### src/rtl/isr_pkg.sv
package isr_pkg;

	localparam int Channels = 4;
	localparam int LevelW = 7;
	localparam int ErrW = 14;

	localparam logic [31:0] MaxWordReset = 32'hFAAF_C8FA;
	localparam logic [31:0] MinWordReset = 32'h0101_0101;
	localparam logic [7:0] EnterSumReset = 8'd150;
	localparam logic [15:0] EntryDistReset = 16'd1000;
	localparam logic [15:0] RingDistReset = 16'd350;
	localparam logic [8:0] ExitSumReset = 9'd300;
	localparam logic [15:0] SettleReset = 16'd500;

	localparam logic [2:0] RegMaxWord = 3'd0;
	localparam logic [2:0] RegMinWord = 3'd1;
	localparam logic [2:0] RegEnterSum = 3'd2;
	localparam logic [2:0] RegEntryDist = 3'd3;
	localparam logic [2:0] RegRingDist = 3'd4;
	localparam logic [2:0] RegExitSum = 3'd5;
	localparam logic [2:0] RegSettle = 3'd6;

	localparam logic [6:0] LevelMax = 7'd100;
	localparam logic [6:0] SlantEnterMin = 7'd20;
	localparam logic [15:0] SettleStep = 16'd5;
	localparam logic [13:0] ExitError = 14'd3840;

	// Controller states.
	typedef enum logic [3:0] {
		ST_IDLE,
		ST_LVL_LOAD,
		ST_LVL_DIV,
		ST_LVL_STORE,
		ST_MODE,
		ST_SQ_LOAD,
		ST_SQ_RUN,
		ST_SQ_STORE,
		ST_ERR_LOAD,
		ST_ERR_DIV,
		ST_DONE
	} isr_state_t;

	// Commands from the controller to the datapath.
	typedef struct packed {
		logic       in_load;
		logic       lvl_load;
		logic       div_step;
		logic       lvl_store;
		logic       mode_update;
		logic       sq_load;
		logic       sq_step;
		logic       sq_store;
		logic       err_load;
		logic       out_load;
		logic [1:0] idx;
	} isr_cmd_t;

	// Status from the datapath to the controller.
	typedef struct packed {
		logic div_done;
		logic sq_done;
		logic fixed_err;
	} isr_stat_t;

endpackage

### src/rtl/isr_datapath.sv
module isr_datapath
	import isr_pkg::*;
(
	input  logic              clk,
	input  logic              arst_n,
	input  isr_cmd_t          cmd,
	output isr_stat_t         stat,
	input  logic [7:0]        left_raw,
	input  logic [7:0]        left_slant_raw,
	input  logic [7:0]        right_slant_raw,
	input  logic [7:0]        right_raw,
	input  logic signed [15:0] wheel_speed,
	input  logic [31:0]       max_word,
	input  logic [31:0]       min_word,
	input  logic [7:0]        enter_sum,
	input  logic [15:0]       entry_dist,
	input  logic [15:0]       ring_dist,
	input  logic [8:0]        exit_sum,
	input  logic [15:0]       settle_lim,
	output logic signed [13:0] steer_error,
	output logic [6:0]        left_level,
	output logic [6:0]        left_slant_level,
	output logic [6:0]        right_slant_level,
	output logic [6:0]        right_level,
	output logic              ring_seen,
	output logic              ring_entering,
	output logic              ring_inside,
	output logic              ring_leaving
);

	// Request captured at acceptance.
	logic [7:0]  l_raw_q, ls_raw_q, rs_raw_q, r_raw_q;
	logic signed [15:0] speed_q;

	// Shared restoring divider: 33-bit numerator, 24-bit divisor, one bit per cycle.
	logic [32:0] dnum_q;
	logic [23:0] dden_q;
	logic [24:0] drem_q;
	logic [5:0]  dcnt_q;
	logic        dneg_q;
	logic        dzero_q;
	logic [24:0] drem_sh;
	logic [6:0]  lvl_q [Channels];
	logic [7:0]  raw_sel, mx_sel, mn_sel;
	logic [3:0]  flags_q;
	logic [15:0] appr_q, ent_q, settle_q;

	// Square-root unit: one result bit per cycle.
	logic [35:0] sq_v_q;
	logic [35:0] sq_rem_q;
	logic [17:0] sq_res_q;
	logic [4:0]  sq_cnt_q;
	logic [17:0] lq_q, rq_q;
	logic [9:0]  ri_q;
	logic [37:0] sq_trial;
	logic [37:0] sq_remsh;

	// Operand pairing by mode.
	logic [7:0]  pa, pb, pc, pd;
	logic [16:0] ls_sum, rs_sum;

	always_ff @(posedge clk) begin
		if (cmd.in_load) begin
			l_raw_q <= left_raw;
			ls_raw_q <= left_slant_raw;
			rs_raw_q <= right_slant_raw;
			r_raw_q <= right_raw;
			speed_q <= wheel_speed;
		end
	end

	always_comb begin
		raw_sel = l_raw_q;
		case (cmd.idx)
			2'd0: raw_sel = l_raw_q;
			2'd1: raw_sel = ls_raw_q;
			2'd2: raw_sel = rs_raw_q;
			default: raw_sel = r_raw_q;
		endcase
		mx_sel = max_word[8*cmd.idx +: 8];
		mn_sel = min_word[8*cmd.idx +: 8];
	end

	always_comb begin
		pa = {1'b0, lvl_q[0]};
		pb = {lvl_q[1], 1'b0};
		pc = {1'b0, lvl_q[3]};
		pd = {lvl_q[2], 1'b0};
		if (flags_q[0] && !flags_q[2]) begin
			if (flags_q[1] && !flags_q[3]) begin
				pb = {1'b0, lvl_q[1]};
				pd = {1'b0, lvl_q[2]};
			end else begin
				pa = {lvl_q[0], 1'b0};
				pb = {1'b0, lvl_q[1]};
				pc = {lvl_q[3], 1'b0};
				pd = {1'b0, lvl_q[2]};
			end
		end
		ls_sum = 17'(pa) * 17'(pa) + 17'(pb) * 17'(pb);
		rs_sum = 17'(pc) * 17'(pc) + 17'(pd) * 17'(pd);
	end

	assign drem_sh = {drem_q[23:0], dnum_q[32]};
	assign stat.div_done = (dcnt_q == 6'd0);
	assign stat.sq_done = (sq_cnt_q == 5'd0);
	assign stat.fixed_err = flags_q[2] && flags_q[3];

	// Level, divider, counters and mode flags.
	always_ff @(posedge clk or negedge arst_n) begin
		if (!arst_n) begin
			dcnt_q <= '0;
			flags_q <= '0;
			appr_q <= '0;
			ent_q <= '0;
			settle_q <= '0;
		end else begin
			if (cmd.lvl_load) begin
				// Numerator is (raw-min)*100, placed at the top of the 33-bit word.
				dzero_q <= !(mx_sel > mn_sel) || (raw_sel < mn_sel);
				dnum_q <= {15'(raw_sel - mn_sel) * 15'(LevelMax), 18'd0};
				dden_q <= {16'd0, 8'(mx_sel - mn_sel)};
				drem_q <= '0;
				dneg_q <= 1'b0;
				dcnt_q <= 6'd15;
			end else if (cmd.err_load) begin
				dzero_q <= 1'b0;
				dden_q <= {5'd0, 19'(lq_q) + 19'(rq_q) + 19'd256};
				drem_q <= '0;
				dcnt_q <= 6'd33;
				begin
					logic signed [18:0] diff;
					logic [18:0] mag;
					diff = $signed({1'b0, ri_q, 8'd0}) - $signed({1'b0, lq_q});
					mag = diff[18] ? 19'(-diff) : diff;
					dneg_q <= diff[18];
					dnum_q <= 33'(mag) * 33'd5120;
				end
			end else if (cmd.div_step && dcnt_q != 6'd0) begin
				dcnt_q <= dcnt_q - 6'd1;
				if (drem_sh >= {1'b0, dden_q}) begin
					drem_q <= drem_sh - {1'b0, dden_q};
					dnum_q <= {dnum_q[31:0], 1'b1};
				end else begin
					drem_q <= drem_sh;
					dnum_q <= {dnum_q[31:0], 1'b0};
				end
			end
			if (cmd.mode_update) begin
				logic [3:0]  f;
				logic [15:0] a, e, s;
				logic [16:0] mag;
				logic [16:0] t;
				f = flags_q;
				a = appr_q;
				e = ent_q;
				s = settle_q;
				mag = speed_q[15] ? 17'(-$signed({speed_q[15], speed_q}))
					: 17'(speed_q);
				if (8'(lvl_q[0]) + 8'(lvl_q[3]) > enter_sum) f[0] = 1'b1;
				if (a > entry_dist && f[0] && lvl_q[2] > SlantEnterMin) f[1] = 1'b1;
				if (f[1] && e > ring_dist) f[2] = 1'b1;
				if (f[2] && (9'(lvl_q[0]) + 9'(lvl_q[1]) + 9'(lvl_q[2]) + 9'(lvl_q[3])
					> exit_sum)) begin
					f[3] = 1'b1;
					a = '0;
					e = '0;
				end
				if (s > settle_lim) begin
					f = '0;
					s = '0;
				end
				if (f[0] && !f[1]) begin
					t = 17'(a) + mag;
					a = t[16] ? 16'hFFFF : t[15:0];
				end
				if (f[1] && !f[2]) begin
					t = 17'(e) + mag;
					e = t[16] ? 16'hFFFF : t[15:0];
				end
				if (f[3]) begin
					t = 17'(s) + 17'(SettleStep);
					s = t[16] ? 16'hFFFF : t[15:0];
				end
				flags_q <= f;
				appr_q <= a;
				ent_q <= e;
				settle_q <= s;
			end
		end
	end

	// Level capture from the divider quotient, clamped.
	always_ff @(posedge clk) begin
		if (cmd.lvl_store) begin
			if (dzero_q) lvl_q[cmd.idx] <= '0;
			else if (dnum_q[14:0] > 15'(LevelMax)) lvl_q[cmd.idx] <= LevelMax;
			else lvl_q[cmd.idx] <= dnum_q[6:0];
		end
	end

	// Square roots: idx 0 gives lq, 1 gives rq, 2 gives ri.
	assign sq_remsh = {sq_rem_q, sq_v_q[35:34]};
	assign sq_trial = {18'd0, sq_res_q, 2'b01};

	always_ff @(posedge clk or negedge arst_n) begin
		if (!arst_n) begin
			sq_cnt_q <= '0;
		end else if (cmd.sq_load) begin
			case (cmd.idx)
				2'd0: sq_v_q <= {3'd0, ls_sum, 16'd0};
				2'd1: sq_v_q <= {3'd0, rs_sum, 16'd0};
				default: sq_v_q <= {19'd0, rs_sum};
			endcase
			sq_rem_q <= '0;
			sq_res_q <= '0;
			sq_cnt_q <= 5'd18;
		end else if (cmd.sq_step && sq_cnt_q != 5'd0) begin
			sq_cnt_q <= sq_cnt_q - 5'd1;
			sq_v_q <= {sq_v_q[33:0], 2'b00};
			if (sq_remsh >= sq_trial) begin
				sq_rem_q <= 36'(sq_remsh - sq_trial);
				sq_res_q <= {sq_res_q[16:0], 1'b1};
			end else begin
				sq_rem_q <= sq_remsh[35:0];
				sq_res_q <= {sq_res_q[16:0], 1'b0};
			end
		end
	end

	always_ff @(posedge clk) begin
		if (cmd.sq_store) begin
			case (cmd.idx)
				2'd0: lq_q <= sq_res_q;
				2'd1: rq_q <= sq_res_q;
				default: ri_q <= sq_res_q[9:0];
			endcase
		end
	end

	// Output register.
	always_ff @(posedge clk) begin
		if (cmd.out_load) begin
			if (stat.fixed_err) steer_error <= $signed(ExitError);
			else if (dneg_q) steer_error <= 14'(-$signed({1'b0, dnum_q[13:0]}));
			else steer_error <= $signed(dnum_q[13:0]);
			left_level <= lvl_q[0];
			left_slant_level <= lvl_q[1];
			right_slant_level <= lvl_q[2];
			right_level <= lvl_q[3];
			ring_seen <= flags_q[0];
			ring_entering <= flags_q[1];
			ring_inside <= flags_q[2];
			ring_leaving <= flags_q[3];
		end
	end

endmodule

### src/rtl/isr_ctrl.sv
module isr_ctrl
	import isr_pkg::*;
(
	input  logic      clk,
	input  logic      arst_n,
	input  logic      in_valid,
	output logic      in_ready,
	output logic      out_valid,
	input  logic      out_ready,
	input  isr_stat_t stat,
	output isr_cmd_t  cmd
);

	isr_state_t state_q, state_d;
	logic [1:0] idx_q, idx_d;
	logic       ovalid_q, ovalid_d;

	always_ff @(posedge clk or negedge arst_n) begin
		if (!arst_n) begin
			state_q <= ST_IDLE;
			idx_q <= '0;
			ovalid_q <= 1'b0;
		end else begin
			state_q <= state_d;
			idx_q <= idx_d;
			ovalid_q <= ovalid_d;
		end
	end

	assign out_valid = ovalid_q;
	assign in_ready = (state_q == ST_IDLE);

	// Sequencing of levels, mode update, roots and the error division.
	always_comb begin
		state_d = state_q;
		idx_d = idx_q;
		ovalid_d = ovalid_q && !out_ready;
		cmd = '0;
		cmd.idx = idx_q;
		case (state_q)
			ST_IDLE: begin
				idx_d = '0;
				if (in_valid) begin
					cmd.in_load = 1'b1;
					state_d = ST_LVL_LOAD;
				end
			end
			ST_LVL_LOAD: begin
				cmd.lvl_load = 1'b1;
				state_d = ST_LVL_DIV;
			end
			ST_LVL_DIV: begin
				cmd.div_step = 1'b1;
				if (stat.div_done) state_d = ST_LVL_STORE;
			end
			ST_LVL_STORE: begin
				cmd.lvl_store = 1'b1;
				idx_d = idx_q + 2'd1;
				state_d = (idx_q == 2'd3) ? ST_MODE : ST_LVL_LOAD;
			end
			ST_MODE: begin
				cmd.mode_update = 1'b1;
				state_d = ST_SQ_LOAD;
			end
			ST_SQ_LOAD: begin
				cmd.sq_load = 1'b1;
				state_d = ST_SQ_RUN;
			end
			ST_SQ_RUN: begin
				cmd.sq_step = 1'b1;
				if (stat.sq_done) state_d = ST_SQ_STORE;
			end
			ST_SQ_STORE: begin
				cmd.sq_store = 1'b1;
				idx_d = idx_q + 2'd1;
				state_d = (idx_q == 2'd2) ? ST_ERR_LOAD : ST_SQ_LOAD;
			end
			ST_ERR_LOAD: begin
				cmd.err_load = 1'b1;
				state_d = ST_ERR_DIV;
			end
			ST_ERR_DIV: begin
				cmd.div_step = 1'b1;
				if (stat.div_done) state_d = ST_DONE;
			end
			ST_DONE: begin
				// Wait for the previous result to drain before overwriting it.
				if (!ovalid_q || out_ready) begin
					cmd.out_load = 1'b1;
					ovalid_d = 1'b1;
					state_d = ST_IDLE;
				end
			end
			default: state_d = ST_IDLE;
		endcase
	end

endmodule

### src/rtl/inductor_steering_error_ring_fsm.sv
// Inductor steering error with roundabout tracking. One request is taken at a
// time and captured at acceptance. The time until its result appears is set
// by the single shared bit-serial divider (four level divisions and one error
// division) and the bit-serial square root unit (three roots), plus load and
// store states around each level division and root, an error load state, and
// a state each for the mode update and the output load. The result sits in
// an output register, so the next request can be accepted while it waits.
// Configuration writes are taken at any cycle and must only be made while the
// block is idle.
module inductor_steering_error_ring_fsm
	import isr_pkg::*;
(
	input  logic               clk,
	input  logic               arst_n,
	input  logic               in_valid,
	output logic               in_ready,
	input  logic [7:0]         left_raw,
	input  logic [7:0]         left_slant_raw,
	input  logic [7:0]         right_slant_raw,
	input  logic [7:0]         right_raw,
	input  logic signed [15:0] wheel_speed,
	output logic               out_valid,
	input  logic               out_ready,
	output logic signed [13:0] steer_error,
	output logic [6:0]         left_level,
	output logic [6:0]         left_slant_level,
	output logic [6:0]         right_slant_level,
	output logic [6:0]         right_level,
	output logic               ring_seen,
	output logic               ring_entering,
	output logic               ring_inside,
	output logic               ring_leaving,
	input  logic               cfg_valid,
	output logic               cfg_ready,
	input  logic [2:0]         cfg_index,
	input  logic [31:0]        cfg_data
);

	logic [31:0] max_word_q, min_word_q;
	logic [7:0]  enter_sum_q;
	logic [15:0] entry_dist_q, ring_dist_q, settle_lim_q;
	logic [8:0]  exit_sum_q;
	isr_cmd_t    cmd;
	isr_stat_t   stat;

	assign cfg_ready = 1'b1;

	// Configuration registers.
	always_ff @(posedge clk or negedge arst_n) begin
		if (!arst_n) begin
			max_word_q <= MaxWordReset;
			min_word_q <= MinWordReset;
			enter_sum_q <= EnterSumReset;
			entry_dist_q <= EntryDistReset;
			ring_dist_q <= RingDistReset;
			exit_sum_q <= ExitSumReset;
			settle_lim_q <= SettleReset;
		end else if (cfg_valid) begin
			case (cfg_index)
				RegMaxWord: max_word_q <= cfg_data;
				RegMinWord: min_word_q <= cfg_data;
				RegEnterSum: enter_sum_q <= cfg_data[7:0];
				RegEntryDist: entry_dist_q <= cfg_data[15:0];
				RegRingDist: ring_dist_q <= cfg_data[15:0];
				RegExitSum: exit_sum_q <= cfg_data[8:0];
				RegSettle: settle_lim_q <= cfg_data[15:0];
				default: ;
			endcase
		end
	end

	isr_ctrl u_ctrl (
		.clk(clk), .arst_n(arst_n),
		.in_valid(in_valid), .in_ready(in_ready),
		.out_valid(out_valid), .out_ready(out_ready),
		.stat(stat), .cmd(cmd)
	);

	isr_datapath u_dp (
		.clk(clk), .arst_n(arst_n), .cmd(cmd), .stat(stat),
		.left_raw(left_raw), .left_slant_raw(left_slant_raw),
		.right_slant_raw(right_slant_raw), .right_raw(right_raw),
		.wheel_speed(wheel_speed),
		.max_word(max_word_q), .min_word(min_word_q),
		.enter_sum(enter_sum_q), .entry_dist(entry_dist_q),
		.ring_dist(ring_dist_q), .exit_sum(exit_sum_q), .settle_lim(settle_lim_q),
		.steer_error(steer_error),
		.left_level(left_level), .left_slant_level(left_slant_level),
		.right_slant_level(right_slant_level), .right_level(right_level),
		.ring_seen(ring_seen), .ring_entering(ring_entering),
		.ring_inside(ring_inside), .ring_leaving(ring_leaving)
	);

endmodule

### config.mk
export PLATFORM = sky130hd
export DESIGN_NAME = inductor_steering_error_ring_fsm
export DESIGN_NICKNAME = d
export VERILOG_FILES = /design/src/rtl/isr_pkg.sv /design/src/rtl/isr_datapath.sv /design/src/rtl/isr_ctrl.sv /design/src/rtl/inductor_steering_error_ring_fsm.sv
export SDC_FILE = /design/constraint.sdc
export NUM_CORES = 2
export LEC_CHECK = 0
export BUFFER_PORTS_ARGS = -buffer_cell sky130_fd_sc_hd__buf_2
export CORE_ASPECT_RATIO = 0.6
export CORE_UTILIZATION = 33
export DETAILED_ROUTE_END_ITERATION = 6
export HOLD_SLACK_MARGIN = 0.02
export PLACE_DENSITY_LB_ADDON = 0.3
export SYNTH_ARGS = -nofsm -noshare
export SYNTH_HDL_FRONTEND = slang
export SYNTH_SLANG_ARGS = --single-unit
### constraint.sdc
create_clock -name clk -period 9.26 [get_ports clk]
set_clock_uncertainty 0.1 [all_clocks]
set_input_delay 1.852 -clock clk [delete_from_list [all_inputs] [get_ports clk]]
set_output_delay 1.852 -clock clk [all_outputs]
set_load 0.01 [all_outputs]
==> flow_results.org <==
** Logic synthesis
- Sequential element share of the synthesized area :: 37.8%
- Synth async-reset ratio :: 36.9%
- After synthesis, the cell types taking the most area are sky130_fd_sc_hd__edfxtp_1 25%, sky130_fd_sc_hd__ha_1 12%, sky130_fd_sc_hd__dfrtp_1 9.2%.
- Synthesis Warnings :: 0
- After synthesis, the most frequently instantiated cells are 442 x sky130_fd_sc_hd__inv_1, 398 x sky130_fd_sc_hd__ha_1, 341 x sky130_fd_sc_hd__edfxtp_1.
- Area leader, netlist :: sky130_fd_sc_hd__edfxtp_1
- Counting every instance in the synthesized netlist gives 3988.
- Count leader, synth :: sky130_fd_sc_hd__inv_1
- Primary flip-flop cell chosen by synthesis mapping :: sky130_fd_sc_hd__edfxtp_1
- Number of distinct library cell variants in the gate-level netlist after synthesis :: 86
- Each instance of the synthesized netlist takes up on average 10.1 µm².
- Summing every instance area after synthesis gives 0.0405 mm².
- The top cell type by area accounts for 25.3% of the synthesized area.
- In this run, synthesis produced a sequential element count of 540.
- Post-synth EDFFs :: 341

** Routing
- Vias after detailed routing :: 30400
- DRT antenna net count :: 0
- The pre-antenna-repair detailed-routing pass consisted of 5 iterations.
- Total wire length after detailed routing :: 119 mm
- Mean number of vias per cell :: 5.25
- After detailed routing, the number of remaining DRC violations is 0.
- Drt first-iter violations :: 3174
- In the final routed layout, each cell accounts on average for 20.6 µm.

** Clock network
- Hold_buf cts :: 0
- The clock reaches the later pin of the worst-skew pair after 690 ps.
- CTS Root Buffer Type :: sky130_fd_sc_hd__clkbuf_16
- Total number of H-tree levels :: 2
- TritonCTS sink count :: 540
- Post-CTS repair changed the size of 0 cells.
- TritonCTS clock tree :: yes
- Clock-pin slew of the registers on the worst-case setup and hold paths :: 80 ps
- Inserted Clock Buffers :: 58
- Largest buffer count on any clock path :: 3
- Once the clock tree was built, the setup fixing pass inserted 0 buffers.

** Worst setup path
- The worst setup path is launched from a flop.
- Biggest fanout along the worst timing path :: 34
- Slowest stage delay, CP :: 680 ps
- Critical-path top delay cell :: sky130_fd_sc_hd__nor2_1
- Crit Path Class :: flop to flop
- STA puts the critical path data required time at 9680 ps.
- The worst setup path is captured at a flop.
- Data arrives at the worst endpoint at 8940 ps.
- Cell with the most instances on the worst path :: sky130_fd_sc_hd__ha_1

** Timing
- Count of endpoints failing hold in the final timing report :: 0
- Final setup viols :: 0
- Total negative slack :: 0 ps
- Setup repair after global routing left no endpoint under its margin.
- The worst pin sits at a relative slew slack of 19.2%.
- For the finished layout, the period the worst path requires is 8520 ps.
- The worst path uses 92.0% of the clock period.
- Max Freq :: 0.117 GHz
- Worst slew pin tran :: 1200 ps
- Max-slew violation count :: 0

** Die
- Area of the die :: 0.124 mm²
- The floorplan step set the die width to 454 µm.
- During I/O placement, the number of pins put on the boundary was 137.
- Core Footprint :: 0.122 mm²
- The floorplan has 99 rows.
- For this configuration, the core starts out at a cell density of 33.3%.
- From bottom edge to top edge, the die measures 273 µm.

** Layout
- After routing the design area is 0.0452 mm².
- Count of nets after finishing :: 4773
- Util after Layout :: 37.2%
- Relative to the synthesized area, the layout overhead comes to 11.7%.
- The finished layout holds 5781 standard cells, fillers aside.
- Share of cells above drive strength 1 :: 12.4%

** Placement
- Number of port buffers :: 135
- Once placement completed, the tool counted placed cells totaling 5666.
- Routability-driven placement finished with a final weighted congestion of 0.890.
- Once detailed placement completed, the half-perimeter wirelength came to 92.0 mm.
- Placed cell areas :: 0.0432 mm²

** Global routing
- Maximum number of pins on one net before global-route repair :: 150
- Total gr overflow :: 0
- Number of antenna violations at the first check in global routing :: 13
- Global-route total usage across every layer :: 19.0%
- First-pass GRT wire length :: 180 mm
- The via count of the first global-routing pass was 28600.

** Flow run
- Max-cap violations in this run came to 0.

** Hold path
- In this run the worst hold path is classified as flop to flop.

** Run status
- The flow ran to the end, and the final reports show no timing, DRC or antenna violations.
[flip-flops by register name, summed over array words and instances (netlist names), 9 cells and up]
signal and flops:
ring_dist_q 16, u_dp.speed_q 16, u_dp.ri_q 10, u_dp.sq_rem_q 36, u_dp.appr_q 16, u_dp.ent_q 16, u_dp.lq_q 18, u_dp.drem_q 24
u_dp.rq_q 18, min_word_q 32, u_dp.settle_q 16, u_dp.dden_q 24, u_dp.dnum_q 33, u_dp.lvl_q 28, u_dp.steer_error 14, u_dp.sq_res_q 18
exit_sum_q 9, entry_dist_q 16, settle_lim_q 16, max_word_q 32, u_dp.sq_v_q 36
[metal layers]
layer  track usage, %  routed length [µm]  vias to the layer above
met5                0                   0                        -
met4             4.04                2090                        0
met3             5.13               11000                      109
met2             24.6               45100                      976
met1             30.5               60700                    14900
li1                 -                   -                    14400
[layout make-up]
class / count / area [µm²]
Multi-Input combinational cell: 2874 / 23100
Clock buffer: 77 / 1620
Timing Repair Buffer: 192 / 1130
Fill cell: 12100 / 76300
Inverter: 444 / 1670
Tap cell: 1616 / 2020
Clock inverter: 32 / 364
Antenna cell: 6 / 15.0
Sequential cell: 540 / 15300
[critical path: cells and delay by family, from the launching register on]
kind                     cells  cell delay [ps]
flip-flops                   1              550
adder cells (fa/ha/maj)      7             2220
AND/OR/NAND/NOR              9             2120
AO/OA/AOI/OAI               12             2750
buffers and inverters        4              490
XOR/XNOR                     1              110
[worst paths after layout]
check,start,endpoint,slack [ps],cells past startpoint
min,max_word_q[20],max_word_q[20],400,1
max,u_dp.lvl_q[0][0],u_dp.ent_q[9],740,33
min reg2reg,max_word_q[20],max_word_q[20],400,1
max reg2reg,u_dp.lvl_q[0][0],u_dp.ent_q[9],740,33
max in group asynchronous,arst_n,max_word_q[13],6410,2
min in group asynchronous,arst_n,u_ctrl.out_valid,1130,1
[placed cells by master (no fill, tap or decap), types with 27 or more instances in the layout]
master and n:
sky130_fd_sc_hd__a211oi_1 27, sky130_fd_sc_hd__a21o_1 70, sky130_fd_sc_hd__a21oi_1 198, sky130_fd_sc_hd__and3_1 71, sky130_fd_sc_hd__buf_2 134, sky130_fd_sc_hd__buf_4 56
sky130_fd_sc_hd__clkbuf_16 61, sky130_fd_sc_hd__dfrtp_1 148, sky130_fd_sc_hd__dfstp_2 51, sky130_fd_sc_hd__edfxtp_1 341, sky130_fd_sc_hd__fa_1 177, sky130_fd_sc_hd__ha_1 398
sky130_fd_sc_hd__inv_1 442, sky130_fd_sc_hd__mux2_2 112, sky130_fd_sc_hd__mux2i_1 31, sky130_fd_sc_hd__nand2_1 274, sky130_fd_sc_hd__nand2b_1 34, sky130_fd_sc_hd__nand3_1 125
sky130_fd_sc_hd__nand4_1 32, sky130_fd_sc_hd__nor2_1 268, sky130_fd_sc_hd__nor2b_1 51, sky130_fd_sc_hd__nor3_1 93, sky130_fd_sc_hd__o21ai_0 202, sky130_fd_sc_hd__xnor2_1 151
sky130_fd_sc_hd__xor2_1 66
[kinds of logic (layout without fill, tap and decap cells)]
logic type / after synthesis / in the layout / share of synthesized area, %
AOI/OAI and AO/OA: 823 / 823 / 13.1
other: 2 / 17 / 0.0186
xor gates and xnor gates: 218 / 218 / 4.74
buffers and inverters: 583 / 745 / 5.45
and+or+nand+nor: 1088 / 1088 / 13.0
muxes: 159 / 159 / 4.77
adders and majority gates: 575 / 575 / 21.1
DFF: 540 / 540 / 37.8
[per-stage QoR]
step           worst slack (ps)  hold WS, ps
2_1_floorplan              1950          323
3_3_place_gp               1100          385
3_5_place_dp                885          388
4_1_cts                     885          401
5_1_grt                     172          421
6_report                    744          404
Power is left out: the tool's default activity adds up to more than one toggle a clock period on the data nets, which glitch-free logic cannot reach.
